**src/rtl/core/s2a_pkg.sv**
```systemverilog
// Shared types, codes and key tables of the scan code line editor.
package s2a_pkg;

  // Default line store size.
  localparam int unsigned LINE_CAPACITY_DEF = 80;

  // Fixed field widths.
  localparam int unsigned OP_W    = 1;
  localparam int unsigned CODE_W  = 8;
  localparam int unsigned INDEX_W = 7;
  localparam int unsigned CHAR_W  = 8;
  localparam int unsigned LEN_W   = 7;
  localparam int unsigned DIR_W   = 2;

  // Request kinds.
  typedef enum logic [OP_W-1:0] {
    OP_SCAN = 1'b0,
    OP_READ = 1'b1
  } op_e;

  // Cursor move directions.
  typedef enum logic [DIR_W-1:0] {
    DIR_UP    = 2'd0,
    DIR_DOWN  = 2'd1,
    DIR_LEFT  = 2'd2,
    DIR_RIGHT = 2'd3
  } cursor_dir_e;

  // Scan code set 1 codes.
  localparam logic [CODE_W-1:0] SC_PREFIX       = 8'hE0;
  localparam logic [CODE_W-1:0] SC_LSHIFT_MAKE  = 8'h2A;
  localparam logic [CODE_W-1:0] SC_RSHIFT_MAKE  = 8'h36;
  localparam logic [CODE_W-1:0] SC_LSHIFT_BREAK = 8'hAA;
  localparam logic [CODE_W-1:0] SC_RSHIFT_BREAK = 8'hB6;
  localparam logic [CODE_W-1:0] SC_BACKSPACE    = 8'h0E;
  localparam logic [CODE_W-1:0] SC_ENTER        = 8'h1C;
  localparam logic [CODE_W-1:0] SC_ARROW_UP     = 8'h48;
  localparam logic [CODE_W-1:0] SC_ARROW_DOWN   = 8'h50;
  localparam logic [CODE_W-1:0] SC_ARROW_LEFT   = 8'h4B;
  localparam logic [CODE_W-1:0] SC_ARROW_RIGHT  = 8'h4D;
  localparam int unsigned       SC_BREAK_BIT    = 7;

  // Character codes.
  localparam logic [CHAR_W-1:0] CH_NUL       = 8'h00;
  localparam logic [CHAR_W-1:0] CH_BACKSPACE = 8'h08;
  localparam logic [CHAR_W-1:0] CH_NEWLINE   = 8'h0A;
  localparam logic [CHAR_W-1:0] CH_LOWER_A   = 8'h61;
  localparam logic [CHAR_W-1:0] CH_LOWER_Z   = 8'h7A;
  localparam logic [CHAR_W-1:0] CH_CASE_BIT  = 8'h20;

  // Decoded result of one request, minus the store read data.
  typedef struct packed {
    logic              echo_valid;
    logic [CHAR_W-1:0] echo_char;
    logic              cursor_valid;
    cursor_dir_e       cursor_dir;
    logic              line_end;
    logic [LEN_W-1:0]  line_length;
    logic              read_sel;
  } result_t;

  // Map a make code to its unshifted Latin-1 character, NUL when unmapped.
  function automatic logic [CHAR_W-1:0] key_map(input logic [CODE_W-2:0] code);
    logic [CHAR_W-1:0] ch;
    ch = CH_NUL;
    unique case (code)
      7'h02: ch = 8'h31;  7'h03: ch = 8'h32;  7'h04: ch = 8'h33;
      7'h05: ch = 8'h34;  7'h06: ch = 8'h35;  7'h07: ch = 8'h36;
      7'h08: ch = 8'h37;  7'h09: ch = 8'h38;  7'h0A: ch = 8'h39;
      7'h0B: ch = 8'h30;
      7'h1E: ch = 8'h61;  7'h30: ch = 8'h62;  7'h2E: ch = 8'h63;
      7'h20: ch = 8'h64;  7'h12: ch = 8'h65;  7'h21: ch = 8'h66;
      7'h22: ch = 8'h67;  7'h23: ch = 8'h68;  7'h17: ch = 8'h69;
      7'h24: ch = 8'h6A;  7'h25: ch = 8'h6B;  7'h26: ch = 8'h6C;
      7'h32: ch = 8'h6D;  7'h31: ch = 8'h6E;  7'h18: ch = 8'h6F;
      7'h19: ch = 8'h70;  7'h10: ch = 8'h71;  7'h13: ch = 8'h72;
      7'h1F: ch = 8'h73;  7'h14: ch = 8'h74;  7'h16: ch = 8'h75;
      7'h2F: ch = 8'h76;  7'h11: ch = 8'h77;  7'h2D: ch = 8'h78;
      7'h15: ch = 8'h79;  7'h2C: ch = 8'h7A;
      7'h1A: ch = 8'hE5;  7'h28: ch = 8'hE4;  7'h27: ch = 8'hF6;
      7'h0C: ch = 8'h2B;  7'h34: ch = 8'h2E;  7'h33: ch = 8'h2C;
      7'h35: ch = 8'h2D;  7'h39: ch = 8'h20;
      default: ch = CH_NUL;
    endcase
    return ch;
  endfunction

  // Shifted symbol for a make code: {hit, character}.
  function automatic logic [CHAR_W:0] shifted_symbol(input logic [CODE_W-1:0] code);
    logic [CHAR_W:0] sym;
    sym = '0;
    unique case (code)
      8'h02: sym = {1'b1, 8'h21};
      8'h0C: sym = {1'b1, 8'h3F};
      8'h04: sym = {1'b1, 8'h23};
      8'h06: sym = {1'b1, 8'h25};
      8'h09: sym = {1'b1, 8'h28};
      8'h0A: sym = {1'b1, 8'h29};
      8'h35: sym = {1'b1, 8'h5F};
      default: sym = '0;
    endcase
    return sym;
  endfunction

endpackage

```
**src/rtl/core/s2a_if.sv**
```systemverilog
// Request and response channel interfaces of the scan code line editor.
interface s2a_req_if;
  logic                                valid;
  logic                                ready;
  logic [s2a_pkg::OP_W-1:0]            op;
  logic [s2a_pkg::CODE_W-1:0]          scan_code;
  logic [s2a_pkg::INDEX_W-1:0]         read_index;

  modport source (output valid, op, scan_code, read_index, input ready);
  modport sink   (input valid, op, scan_code, read_index, output ready);
endinterface

interface s2a_rsp_if;
  logic                                valid;
  logic                                ready;
  logic                                echo_valid;
  logic [s2a_pkg::CHAR_W-1:0]          echo_char;
  logic                                cursor_valid;
  logic [s2a_pkg::DIR_W-1:0]           cursor_dir;
  logic                                line_end;
  logic [s2a_pkg::LEN_W-1:0]           line_length;
  logic [s2a_pkg::CHAR_W-1:0]          read_data;

  modport source (output valid, echo_valid, echo_char, cursor_valid, cursor_dir,
                  line_end, line_length, read_data, input ready);
  modport sink   (input valid, echo_valid, echo_char, cursor_valid, cursor_dir,
                  line_end, line_length, read_data, output ready);
endinterface

```
**src/rtl/core/s2a_ram.sv**
```systemverilog
// Generic single-write, single-read RAM with registered read data.
module s2a_ram #(
  parameter int unsigned WIDTH = 8,
  parameter int unsigned DEPTH = 80
) (
  input  logic                     clk_i,
  input  logic                     we_i,
  input  logic [$clog2(DEPTH)-1:0] waddr_i,
  input  logic [WIDTH-1:0]         wdata_i,
  input  logic                     re_i,
  input  logic [$clog2(DEPTH)-1:0] raddr_i,
  output logic [WIDTH-1:0]         rdata_o
);

  logic [WIDTH-1:0] mem_q [DEPTH];
  logic [WIDTH-1:0] rdata_q;

  // Write port
  always_ff @(posedge clk_i) begin
    if (we_i) begin
      mem_q[waddr_i] <= wdata_i;
    end
  end

  // Registered read port, hold when not enabled
  always_ff @(posedge clk_i) begin
    if (re_i) begin
      rdata_q <= mem_q[raddr_i];
    end
  end

  assign rdata_o = rdata_q;

endmodule

```
**src/rtl/core/s2a_edit.sv**
```systemverilog
// Decode and line edit logic: flag and count state plus store write control.
module s2a_edit #(
  parameter int unsigned LINE_CAPACITY = s2a_pkg::LINE_CAPACITY_DEF
) (
  input  logic                               clk_i,
  input  logic                               rst_ni,
  input  logic                               en_i,
  input  logic [s2a_pkg::OP_W-1:0]           op_i,
  input  logic [s2a_pkg::CODE_W-1:0]         scan_code_i,
  input  logic [s2a_pkg::INDEX_W-1:0]        read_index_i,
  output s2a_pkg::result_t                   result_o,
  output logic                               we_o,
  output logic [$clog2(LINE_CAPACITY)-1:0]   waddr_o,
  output logic [s2a_pkg::CHAR_W-1:0]         wdata_o
);

  localparam int unsigned CntW = $clog2(LINE_CAPACITY + 1);
  localparam int unsigned AddrW = $clog2(LINE_CAPACITY);
  localparam logic [CntW-1:0] CapCnt     = CntW'(LINE_CAPACITY);
  localparam logic [CntW-1:0] CapLessOne = CntW'(LINE_CAPACITY - 1);

  logic            shift_q, shift_d;
  logic            prefix_q, prefix_d;
  logic [CntW-1:0] count_q, count_d;

  logic                        has_room;
  logic                        has_room_mapped;
  logic [s2a_pkg::CHAR_W:0]    sym;
  logic [s2a_pkg::CHAR_W-1:0]  mapped;
  logic                        index_ok;

  assign has_room        = count_q < CapCnt;
  assign has_room_mapped = count_q < CapLessOne;
  assign sym             = s2a_pkg::shifted_symbol(scan_code_i);
  assign mapped          = s2a_pkg::key_map(scan_code_i[s2a_pkg::CODE_W-2:0]);
  assign index_ok        = 32'(read_index_i) < LINE_CAPACITY;
  assign waddr_o         = AddrW'(count_q);

  // Decode one request against the current flags and line length
  always_comb begin
    shift_d  = shift_q;
    prefix_d = prefix_q;
    count_d  = count_q;
    we_o     = 1'b0;
    wdata_o  = s2a_pkg::CH_NUL;
    result_o = '0;
    if (op_i == s2a_pkg::OP_READ) begin
      result_o.read_sel = index_ok;
    end else if (scan_code_i == s2a_pkg::SC_PREFIX) begin
      prefix_d = 1'b1;
    end else if (prefix_q) begin
      prefix_d = 1'b0;
      priority if (scan_code_i == s2a_pkg::SC_ARROW_UP) begin
        result_o.cursor_valid = 1'b1;
        result_o.cursor_dir   = s2a_pkg::DIR_UP;
      end else if (scan_code_i == s2a_pkg::SC_ARROW_DOWN) begin
        result_o.cursor_valid = 1'b1;
        result_o.cursor_dir   = s2a_pkg::DIR_DOWN;
      end else if (scan_code_i == s2a_pkg::SC_ARROW_LEFT) begin
        result_o.cursor_valid = 1'b1;
        result_o.cursor_dir   = s2a_pkg::DIR_LEFT;
      end else if (scan_code_i == s2a_pkg::SC_ARROW_RIGHT) begin
        result_o.cursor_valid = 1'b1;
        result_o.cursor_dir   = s2a_pkg::DIR_RIGHT;
      end else begin
        result_o.cursor_valid = 1'b0;
      end
    end else if (scan_code_i == s2a_pkg::SC_LSHIFT_MAKE ||
                 scan_code_i == s2a_pkg::SC_RSHIFT_MAKE) begin
      shift_d = 1'b1;
    end else if (scan_code_i == s2a_pkg::SC_LSHIFT_BREAK ||
                 scan_code_i == s2a_pkg::SC_RSHIFT_BREAK) begin
      shift_d = 1'b0;
    end else if (scan_code_i[s2a_pkg::SC_BREAK_BIT]) begin
      // drop other key releases
      shift_d = shift_q;
    end else if (scan_code_i == s2a_pkg::SC_BACKSPACE) begin
      if (count_q != '0) begin
        count_d              = count_q - CntW'(1);
        result_o.echo_valid  = 1'b1;
        result_o.echo_char   = s2a_pkg::CH_BACKSPACE;
      end
    end else if (scan_code_i == s2a_pkg::SC_ENTER) begin
      we_o                = has_room;
      wdata_o             = s2a_pkg::CH_NUL;
      result_o.echo_valid = 1'b1;
      result_o.echo_char  = s2a_pkg::CH_NEWLINE;
      result_o.line_end   = 1'b1;
      count_d             = '0;
    end else if (shift_q && sym[s2a_pkg::CHAR_W]) begin
      result_o.echo_valid = 1'b1;
      result_o.echo_char  = sym[s2a_pkg::CHAR_W-1:0];
      we_o                = has_room;
      wdata_o             = sym[s2a_pkg::CHAR_W-1:0];
      if (has_room) begin
        count_d = count_q + CntW'(1);
      end
    end else begin
      result_o.echo_valid = 1'b1;
      result_o.echo_char  = mapped;
      if (shift_q && mapped >= s2a_pkg::CH_LOWER_A && mapped <= s2a_pkg::CH_LOWER_Z) begin
        result_o.echo_char = mapped - s2a_pkg::CH_CASE_BIT;
      end
      we_o    = has_room_mapped;
      wdata_o = result_o.echo_char;
      if (has_room_mapped) begin
        count_d = count_q + CntW'(1);
      end
    end
    result_o.line_length = s2a_pkg::LEN_W'(count_d);
    // only a live request touches the store
    we_o = we_o & en_i;
  end

  // Advance flags and line length on a live request
  always_ff @(posedge clk_i or negedge rst_ni) begin
    if (!rst_ni) begin
      shift_q  <= 1'b0;
      prefix_q <= 1'b0;
      count_q  <= '0;
    end else if (en_i) begin
      shift_q  <= shift_d;
      prefix_q <= prefix_d;
      count_q  <= count_d;
    end
  end

endmodule

```
**src/rtl/core/scancode_to_ascii_line_editor.sv**
```systemverilog
// Top level of the scan code line editor: pipeline registers, line store, checks.
//
// Usage:
//   req_i carries one request per handshake: op 0 feeds a set 1 scan code
//   byte, op 1 reads line store entry read_index. rsp_o returns exactly one
//   response per request, in order: echo character, arrow key direction,
//   end-of-line flag, current line length and, for reads, the stored byte.
//   A request passes through the input register and then the response
//   register: rsp_o.valid rises when the decode results land in the
//   response register together with the line store read port.
//   Throughput is one request per cycle while rsp_o does not stall; the
//   single decode stage that updates shift, prefix and length state sets
//   that rate.
//   When rsp_o stalls, the response register and store read data hold,
//   the input register keeps its request, and req_i.ready drops only once
//   both are full.
//   Reset clears the shift and prefix flags, the line length and all valid
//   bits; the line store is not cleared and needs no clearing pass.
module scancode_to_ascii_line_editor #(
  parameter int unsigned LINE_CAPACITY = s2a_pkg::LINE_CAPACITY_DEF
) (
  input  logic      clk_i,
  input  logic      rst_ni,
  s2a_req_if.sink   req_i,
  s2a_rsp_if.source rsp_o
);

  localparam int unsigned AddrW = $clog2(LINE_CAPACITY);

  logic                              s1_valid_q;
  logic [s2a_pkg::OP_W-1:0]          s1_op_q;
  logic [s2a_pkg::CODE_W-1:0]        s1_code_q;
  logic [s2a_pkg::INDEX_W-1:0]       s1_index_q;
  logic                              out_valid_q;
  s2a_pkg::result_t                  out_res_q;
  s2a_pkg::result_t                  s1_res;
  logic                              advance;
  logic                              fire;
  logic                              ram_we;
  logic [AddrW-1:0]                  ram_waddr;
  logic [s2a_pkg::CHAR_W-1:0]        ram_wdata;
  logic [s2a_pkg::CHAR_W-1:0]        ram_rdata;

  // Move when the response slot is free or being taken
  assign advance     = !out_valid_q || rsp_o.ready;
  assign fire        = s1_valid_q && advance;
  assign req_i.ready = !s1_valid_q || advance;

  // Input register
  always_ff @(posedge clk_i or negedge rst_ni) begin
    if (!rst_ni) begin
      s1_valid_q <= 1'b0;
    end else if (req_i.ready) begin
      s1_valid_q <= req_i.valid;
    end
  end

  always_ff @(posedge clk_i) begin
    if (req_i.valid && req_i.ready) begin
      s1_op_q    <= req_i.op;
      s1_code_q  <= req_i.scan_code;
      s1_index_q <= req_i.read_index;
    end
  end

  // Decode stage
  s2a_edit #(
    .LINE_CAPACITY(LINE_CAPACITY)
  ) u_edit (
    .clk_i        (clk_i),
    .rst_ni       (rst_ni),
    .en_i         (fire),
    .op_i         (s1_op_q),
    .scan_code_i  (s1_code_q),
    .read_index_i (s1_index_q),
    .result_o     (s1_res),
    .we_o         (ram_we),
    .waddr_o      (ram_waddr),
    .wdata_o      (ram_wdata)
  );

  // Line store
  s2a_ram #(
    .WIDTH(s2a_pkg::CHAR_W),
    .DEPTH(LINE_CAPACITY)
  ) u_store (
    .clk_i   (clk_i),
    .we_i    (ram_we),
    .waddr_i (ram_waddr),
    .wdata_i (ram_wdata),
    .re_i    (fire),
    .raddr_i (AddrW'(s1_index_q)),
    .rdata_o (ram_rdata)
  );

  // Response register
  always_ff @(posedge clk_i or negedge rst_ni) begin
    if (!rst_ni) begin
      out_valid_q <= 1'b0;
    end else if (advance) begin
      out_valid_q <= s1_valid_q;
    end
  end

  always_ff @(posedge clk_i) begin
    if (fire) begin
      out_res_q <= s1_res;
    end
  end

  // Drive response channel
  assign rsp_o.valid        = out_valid_q;
  assign rsp_o.echo_valid   = out_res_q.echo_valid;
  assign rsp_o.echo_char    = out_res_q.echo_char;
  assign rsp_o.cursor_valid = out_res_q.cursor_valid;
  assign rsp_o.cursor_dir   = out_res_q.cursor_dir;
  assign rsp_o.line_end     = out_res_q.line_end;
  assign rsp_o.line_length  = out_res_q.line_length;
  assign rsp_o.read_data    = out_res_q.read_sel ? ram_rdata : s2a_pkg::CH_NUL;

`ifndef SYNTHESIS
  a_len_in_range: assert property (@(posedge clk_i) disable iff (!rst_ni)
    rsp_o.valid |-> 32'(rsp_o.line_length) <= LINE_CAPACITY)
    else $error("line length beyond capacity");

  a_echo_or_cursor: assert property (@(posedge clk_i) disable iff (!rst_ni)
    rsp_o.valid |-> !(rsp_o.echo_valid && rsp_o.cursor_valid))
    else $error("echo and cursor move in one response");

  a_line_end_clears: assert property (@(posedge clk_i) disable iff (!rst_ni)
    (rsp_o.valid && rsp_o.line_end) |->
      (rsp_o.line_length == '0 && rsp_o.echo_char == s2a_pkg::CH_NEWLINE))
    else $error("line end without newline or with nonzero length");

  a_no_write_while_held: assert property (@(posedge clk_i) disable iff (!rst_ni)
    !advance |-> !ram_we)
    else $error("line store written while the pipeline is stalled");
`endif

endmodule
```
**src/flat_wrapper.sv**
```systemverilog
// flat-port wrapper written by rule: the top's interface ports become plain ports
module scancode_to_ascii_line_editor_flat 
#(
  parameter int unsigned LINE_CAPACITY = s2a_pkg::LINE_CAPACITY_DEF
)
  (clk_i, rst_ni, req_i_valid, req_i_op, req_i_scan_code, req_i_read_index, req_i_ready, rsp_o_valid, rsp_o_echo_valid, rsp_o_echo_char, rsp_o_cursor_valid, rsp_o_cursor_dir, rsp_o_line_end, rsp_o_line_length, rsp_o_read_data, rsp_o_ready);
  s2a_req_if req_i_i ();
  s2a_rsp_if rsp_o_i ();
  input  logic clk_i;
  input  logic rst_ni;
  input wire logic [$bits(req_i_i.valid)-1:0] req_i_valid;
  input wire logic [$bits(req_i_i.op)-1:0] req_i_op;
  input wire logic [$bits(req_i_i.scan_code)-1:0] req_i_scan_code;
  input wire logic [$bits(req_i_i.read_index)-1:0] req_i_read_index;
  output wire logic [$bits(req_i_i.ready)-1:0] req_i_ready;
  output wire logic [$bits(rsp_o_i.valid)-1:0] rsp_o_valid;
  output wire logic [$bits(rsp_o_i.echo_valid)-1:0] rsp_o_echo_valid;
  output wire logic [$bits(rsp_o_i.echo_char)-1:0] rsp_o_echo_char;
  output wire logic [$bits(rsp_o_i.cursor_valid)-1:0] rsp_o_cursor_valid;
  output wire logic [$bits(rsp_o_i.cursor_dir)-1:0] rsp_o_cursor_dir;
  output wire logic [$bits(rsp_o_i.line_end)-1:0] rsp_o_line_end;
  output wire logic [$bits(rsp_o_i.line_length)-1:0] rsp_o_line_length;
  output wire logic [$bits(rsp_o_i.read_data)-1:0] rsp_o_read_data;
  input wire logic [$bits(rsp_o_i.ready)-1:0] rsp_o_ready;
  assign req_i_i.valid = req_i_valid;
  assign req_i_i.op = req_i_op;
  assign req_i_i.scan_code = req_i_scan_code;
  assign req_i_i.read_index = req_i_read_index;
  assign req_i_ready = req_i_i.ready;
  assign rsp_o_valid = rsp_o_i.valid;
  assign rsp_o_echo_valid = rsp_o_i.echo_valid;
  assign rsp_o_echo_char = rsp_o_i.echo_char;
  assign rsp_o_cursor_valid = rsp_o_i.cursor_valid;
  assign rsp_o_cursor_dir = rsp_o_i.cursor_dir;
  assign rsp_o_line_end = rsp_o_i.line_end;
  assign rsp_o_line_length = rsp_o_i.line_length;
  assign rsp_o_read_data = rsp_o_i.read_data;
  assign rsp_o_i.ready = rsp_o_ready;
  scancode_to_ascii_line_editor #(.LINE_CAPACITY(LINE_CAPACITY)) u_core (.clk_i(clk_i), .rst_ni(rst_ni), .req_i(req_i_i), .rsp_o(rsp_o_i));
endmodule
```
**config.mk**
```make
export PLATFORM = sky130hd
export DESIGN_NAME = scancode_to_ascii_line_editor_flat
export DESIGN_NICKNAME = d
export VERILOG_FILES = /design/src/rtl/core/s2a_pkg.sv /design/src/rtl/core/s2a_if.sv /design/src/rtl/core/s2a_ram.sv /design/src/rtl/core/s2a_edit.sv /design/src/rtl/core/scancode_to_ascii_line_editor.sv /design/src/flat_wrapper.sv
export SDC_FILE = /design/constraint.sdc
export NUM_CORES = 1
export LEC_CHECK = 0
export BUFFER_PORTS_ARGS = -buffer_cell sky130_fd_sc_hd__buf_2
export CAP_MARGIN = 20
export CORE_MARGIN = 5
export CORE_UTILIZATION = 42
export DETAILED_ROUTE_END_ITERATION = 10
export GPL_TIMING_DRIVEN = 0
export SLEW_MARGIN = 20
export SYNTH_ARGS = -nofsm -noshare
export SYNTH_HDL_FRONTEND = slang
export SYNTH_SLANG_ARGS = --single-unit
```
**constraint.sdc**
```tcl
create_clock -name clk_i -period 6.3 [get_ports clk_i]
set_input_delay 0.63 -clock clk_i [delete_from_list [all_inputs] [get_ports clk_i]]
set_output_delay 0.63 -clock clk_i [all_outputs]
set_load 0.01 [all_outputs]
```
==> impl_metrics.tcl, run 1 <==
set metrics [dict create \
    clkSinkCount 704 \
    start_kind "register" \
    nFillCells 5684 \
    final-hold-violation-count 0 \
    p_switching_mw 2.558 \
    synth_edf_count 685 \
    p_total_mw 10.56 \
    end_kind "register" \
    power_frac_clock_pct 40.6 \
    wl_um 74090 \
    grtUsageMet2_pct 32.76 \
    vias 15810 \
    grt_max_degree 41 \
    r2r-end "u_core.u_store.mem_q[73][4]" \
    gr-max-usage-layer "met2" \
    grt_use_met3_pct 3.486 \
    num_rows 96 \
    min_to "u_core.s1_index_q[5]" \
    r2r-start "u_core.s1_code_q[0]" \
    vias_per_cell 5.931 \
    antenna_cells 0 \
    ant_nets 0 \
    dieHeight_um 272.7 \
    worst_hold_path_type "input pin to register" \
    status "finished, final reports clean" \
    tritoncts "yes" \
    worstMarginPinSlew_ns 1.141 \
    async_reset_ff_share_pct 1.563 \
    place_ws_ns 2.115 \
    grtUsageMet1_pct 28.02 \
    syn_inst 1580 \
    path_clk_slew_ns 0.05 \
    synth_area_sq_mm 0.02898 \
    finalSetupViolCount 0 \
    maxCapViolCount 0 \
    track_usage_pct 19.94 \
    fin_crit_ns 4.144 \
    fin_crit_sh_pct 65.78 \
    setup_slack_ns 2.156 \
    maxClockFrequency_mhz 241.3 \
    port_buffers 48 \
    first_global_vias 16220 \
    htreeDepth 3 \
    drive_gt1_share_pct 25.06 \
    io_pins 50 \
    dp_cells 2531 \
    synth-seq-cells 704 \
    fin_cells 2666 \
    p_int_mw 8.006 \
    critical_path_class "register to register" \
    clockRootBuffer "clkbuf_16" \
    core_sq_mm 0.06847 \
    leakagePower_nw 10.83 \
    antenna_found_initial 2 \
    min-delay-start "req_i_read_index[5]" \
    critPathArrivalTime_ns 4.38 \
    whs_path_depth 1 \
    skew_ns 0.03161 \
    gr-total-overflow 0 \
    drt_iter0_markers 1838 \
    p_per_area_mw_per_mm2 318.0 \
    required_ns 6.53 \
    p_comb_share_pct 9.7 \
    clk_latency_ns 0.63 \
    synth_ff_type "edfxtp_1" \
    ys_types 86 \
    post-synth-top-area-cell "edfxtp_1" \
    dp_hpwl_um 50080 \
    first_pass_iters 5 \
    synthTopCellsByArea "edfxtp_1 71%, mux4_2 13%, nor2_1 1.7%, mux2i_1 0.97%, dfrtp_1 0.95%" \
    slew_headroom_pct 23.94 \
    clk_path_buf_depth 3 \
    die_width_um 272.7 \
    post_cts_buffers 0 \
    peakVddDrop_uv 164.9 \
    seqPwrFrac_pct 49.7 \
    syn2layout_area_growth_pct 14.61 \
    syn_area_per_cell_sq_um 18.34 \
    dieArea_sq_mm 0.07435 \
    ys_seq_area_share_pct 72.48 \
    globalplace.congestion 0.8570 \
    final_nets 1757 \
    start_util_pct 42.33 \
    swShare_pct 24.21 \
    path_max_fanout 10 \
    numCtsBuffers 76 \
    drcViolationCount 0 \
    whs_ns 0.1753 \
    reg2regPathDepth 8 \
    finalMaxSlewViolations 0 \
    synth.top_cell.area_share_pct 70.98 \
    syn-num-nets 1609 \
    r2r_slack_ns 2.16 \
    grt_setup_unrepaired "false" \
    routedWlPerCell_um 27.79 \
    grt_pass1_wl_um 109900 \
    yosys_warnings 0 \
]
[flip-flops by register name, indices dropped and copies added (netlist names), 2 cells and up, named ones only]
name,count
u_core.u_store.mem_q,640
u_core.rsp_o.echo_char,8
u_core.rsp_o.cursor_dir,2
u_core.s1_index_q,7
u_core.s1_code_q,8
u_core.u_edit.waddr_o,7
u_core.rsp_o.line_length,7
u_core.u_store.rdata_o,8
[cell usage in the layout (no fill, tap or decap), types with 10 or more instances in the layout]
cell type	n
buf_2	78
edfxtp_1	685
and2_1	15
dfrtp_1	11
clkbuf_16	77
clkinv_2	16
buf_4	29
nand3_1	18
mux4_2	168
a21oi_1	52
clkinv_1	13
nor2b_1	17
nor2_1	123
buf_1	10
o22ai_1	14
nand2b_1	15
nor3_1	20
o21ai_0	31
nand2_1	64
clkbuf_1	50
buf_16	10
inv_1	11
mux2i_1	28
[kinds of logic (layout without fill, tap and decap cells)]
logic type                 after synthesis  count (layout)  share of synthesized area [%]
adders and majority gates                9               9                         0.3886
xor gates and xnor gates                 4               4                         0.1209
buffers and inverters                  124             328                          2.167
AOI/OAI and AO/OA                      198             198                          4.698
DFF                                    704             704                          72.48
and+or+nand+nor                        339             339                          5.837
muxes                                  202             202                          14.31
[how the worst max path moves through the flow]
stage / slack, ns / from / cells past startpoint / endpoint
global route: 1.99 / u_core.s1_code_q[0] / 8 / u_core.u_store.mem_q[73][3]
finish: 2.16 / u_core.s1_code_q[0] / 8 / u_core.u_store.mem_q[73][4]
detailed placement: 2.12 / rsp_o_ready / 14 / register
global placement: -2.24 / u_core.s1_code_q[0] / 7 / u_core.u_store.mem_q[24][7]
CTS: 2.28 / u_core.s1_code_q[0] / 8 / u_core.u_store.mem_q[75][3]
floorplan: 0.93 / u_core.s1_code_q[0] / 7 / u_core.u_store.mem_q[0][7]
[critical path, cell delays in order, from the launching register on]
cell	delay, ns
edfxtp_1	0.32
clkbuf_1	0.30
nand2b_1	0.32
a2111o_1	0.25
nand4_1	0.38
nor3_1	0.25
buf_2	0.30
nand4_2	0.63
nor2_1	1.00
[through the flow]
stage / TNS (ns) / area [sq um] / util [%]
after global placement: -571.98 / 30320 / 44.29
after CTS: 0 / 33210 / 48.51
after global routing: 0 / 33220 / 48.51
after floorplan: 0 / 28980 / -
after detailed placement: 0 / 30820 / 45.02
final: 0 / 33220 / 48.51
[final cells by class]
cell class	instances	area (sq um)	share of cell area, %
sequential	704	21010	63.24
multi-input combinational	752	7418	22.33
clock buffer	92	1993	6.001
tap	882	1104	3.322
timing repair buffer	70	681.9	2.053
buffer	106	560.5	1.688
clock inverter	42	385.4	1.160
inverter	18	67.56	0.2034
[power groups by stage]
stage / Sequential (mW) / Clock, mW / Combinational [mW]
2_1_floorplan: 5.34 / 0 / 0.646
3_3_place_gp: 5.36 / 0 / 0.964
3_5_place_dp: 5.35 / 0 / 1.01
4_1_cts: 5.25 / 4.35 / 1.02
5_1_grt: 5.26 / 4.57 / 1.10
6_report: 5.25 / 4.29 / 1.02
[repair_timing]
| action | 4_1_cts | 5_1_grt |
|---|---|---|
| endpoints found under the hold margin | 11 | 0 |
| hold buffers | 1 | 0 |
| gates resized for setup | 0 | 0 |
[per-layer routing]
| layer | wire length, um | up-vias | part of all wire (%) |
|---|---|---|---|
| met5 | 0 | - | 0 |
| met4 | 1459 | 0 | 2.0 |
| met3 | 5085 | 90 | 6.9 |
| met2 | 36290 | 639 | 49 |
| met1 | 31250 | 8341 | 42 |
| li1 | - | 6742 | - |
[Yosys cell counts, drive strengths merged (11+ instances only)]
cell type and instances:
nand3 18, nor2 128, and2 15, a21oi 54, mux4 169, nor3 22, dfrtp 11, clkbuf 37
o22ai 14, edfxtp 685, buf 69, inv 16, nand2 67, o21ai 33, nor2b 17, mux2i 28
nand2b 15
Note: power is estimated with default switching activity, not from simulation.
==> run 2: changes to the inputs <==
Clock period 6.3 ns to 4.04 ns, I/O delays scaled along.
==> impl_metrics.tcl, run 2 (synthesis results as in run 1) <==
set metrics [dict create \
    port_buffers 48 \
    numCtsBuffers 75 \
    fin_crit_ns 4.130 \
    path_max_fanout 10 \
    slew_headroom_pct 25.45 \
    clk_path_buf_depth 3 \
    io_pins 50 \
    critPathArrivalTime_ns 4.36 \
    path_buf_inv 2 \
    top_register "u_core.u_store.mem_q" \
    finalSetupViolCount 79 \
    wl_um 74240 \
    finalMaxSlewViolations 0 \
    whs_ns 0.02696 \
    gr-total-overflow 0 \
    multi_input_area_sq_mm 0.007526 \
    peakVddDrop_uv 309.1 \
    dieArea_sq_mm 0.07435 \
    tritoncts "yes" \
    final-hold-violation-count 0 \
    path_clk_slew_ns 0.06 \
    tns_ns -3.326 \
    vias 15780 \
    nFillCells 5628 \
    drcViolationCount 0 \
    violations "setup timing" \
    endpoint "u_core.u_store.mem_q[25][0]" \
    critical_path_class "register to register" \
    mostFrequentLayoutCell "edfxtp_1" \
    worst_hold_path_type "input pin to register" \
    slowest_delay_ns 0.98 \
    end_kind "register" \
    grt_pass1_wl_um 108400 \
    ff_latch_area_sq_mm 0.02101 \
    drt_iter0_markers 1765 \
    p_total_mw 16.42 \
    htreeDepth 3 \
    startpoint "u_core.s1_code_q[0]" \
    antenna_cells 0 \
    antenna_found_initial 0 \
    start_kind "register" \
    start_util_pct 42.33 \
    p_per_area_mw_per_mm2 490.9 \
    die_width_um 272.7 \
    first_global_vias 15920 \
    num_rows 96 \
    required_ns 4.27 \
    critPathTopFamily "simple AND/OR/NAND/NOR gates" \
    dieHeight_um 272.7 \
    core_sq_mm 0.06847 \
    worstMarginPinSlew_ns 1.118 \
    skew_ns 0.03414 \
    maxCapViolCount 0 \
    largest_reg_flops 640 \
    maxClockFrequency_mhz 242.2 \
    leakagePower_nw 10.88 \
    vias_per_cell 5.889 \
    grt_setup_unrepaired "true" \
    drive_gt1_share_pct 26.82 \
    r2r-end "u_core.u_store.mem_q[25][0]" \
    status "complete, but fails checks" \
    r2r_slack_ns -0.09 \
    routedWlPerCell_um 27.71 \
    grt_max_degree 39 \
    reg2regPathDepth 8 \
    fin_crit_sh_pct 102.2 \
    final_nets 1767 \
    crit_chain "clkbuf_1 -> nand2b_1 -> a2111o_1 -> nand4_1 -> nor3_1 -> buf_2 -> nand4_2 -> nor2_1" \
    track_usage_pct 19.89 \
    first_pass_iters 5 \
    final_cell_mix "685 x edfxtp_1, 168 x mux4_2, 83 x nor2_1" \
    r2r-start "u_core.s1_code_q[0]" \
    clkSinkCount 704 \
    syn2layout_area_growth_pct 15.40 \
    path_depth 8 \
    globalplace.congestion 0.8860 \
    clk_latency_ns 0.63 \
    cp_slowest_cell "nor2_1" \
    ant_nets 0 \
    setup_slack_ns -0.08964 \
    dp_hpwl_um 49830 \
    clockRootBuffer "clkbuf_16" \
]
run 2: routing by layer:
metal	vias up	track usage, %	share of wire (%)
met4	0	5.524	2.6
met1	8237	27.72	41
li1	6759	-	-
met5	-	0	0
met2	676	32.12	49
met3	105	4.276	7.5
run 2: what timing repair did:
| action | CTS | global route |
|---|---|---|
| hold buffers | 14 | 0 |
| endpoints found under the setup margin | 6 | 358 |
| resized for setup | 1 | 41 |
| endpoints found under the hold margin | 24 | 0 |
| buffers inserted | 0 | 0 |
run 2: where the power goes:
group / leakage [nW] / internal, mW / total (mW) / switching [mW]
sequential: 6.58 / 8.13 / 8.19 / 0.0645
combinational: 3.13 / 0.567 / 1.63 / 1.06
clock: 1.17 / 3.80 / 6.60 / 2.80
run 2: stage by stage:
| step | setup WS [ns] | area, sq um | util, % | instances |
|---|---|---|---|---|
| after floorplan | 0.2104 | 29010 | - | 1580 |
| after global placement | -1.730 | 30350 | 44.33 | 2510 |
| after detailed placement | -0.009623 | 30850 | 45.06 | 2529 |
| after CTS | 0.006343 | 33340 | 48.69 | 2679 |
| after global routing | -0.1620 | 33440 | 48.85 | 2679 |
| final | -0.08964 | 33440 | 48.85 | 2679 |
run 2: final cells by class:
| class | count | share of cell area [%] |
|---|---|---|
| plain buffers | 106 | 1.687 |
| clock buffers | 98 | 6.154 |
| clock inverters | 38 | 0.8605 |
| inverters | 18 | 0.2020 |
| multi-input cells | 752 | 22.50 |
| flip-flops and latches | 704 | 62.81 |
| well taps | 882 | 3.300 |
| repair buffers | 81 | 2.488 |
run 2: worst min path at each step:
stage,start,end,slack (ns),depth (start not counted)
2_1_floorplan,rst_ni,u_core.rsp_o.valid,0.11,0
3_3_place_gp,rst_ni,u_core.u_edit.prefix_q,0.31,1
3_5_place_dp,rst_ni,u_core.rsp_o.valid,0.31,1
4_1_cts,req_i_scan_code[0],u_core.s1_code_q[0],0.001,1
5_1_grt,req_i_scan_code[0],u_core.s1_code_q[0],0.004,1
6_report,req_i_scan_code[0],u_core.s1_code_q[0],0.03,1
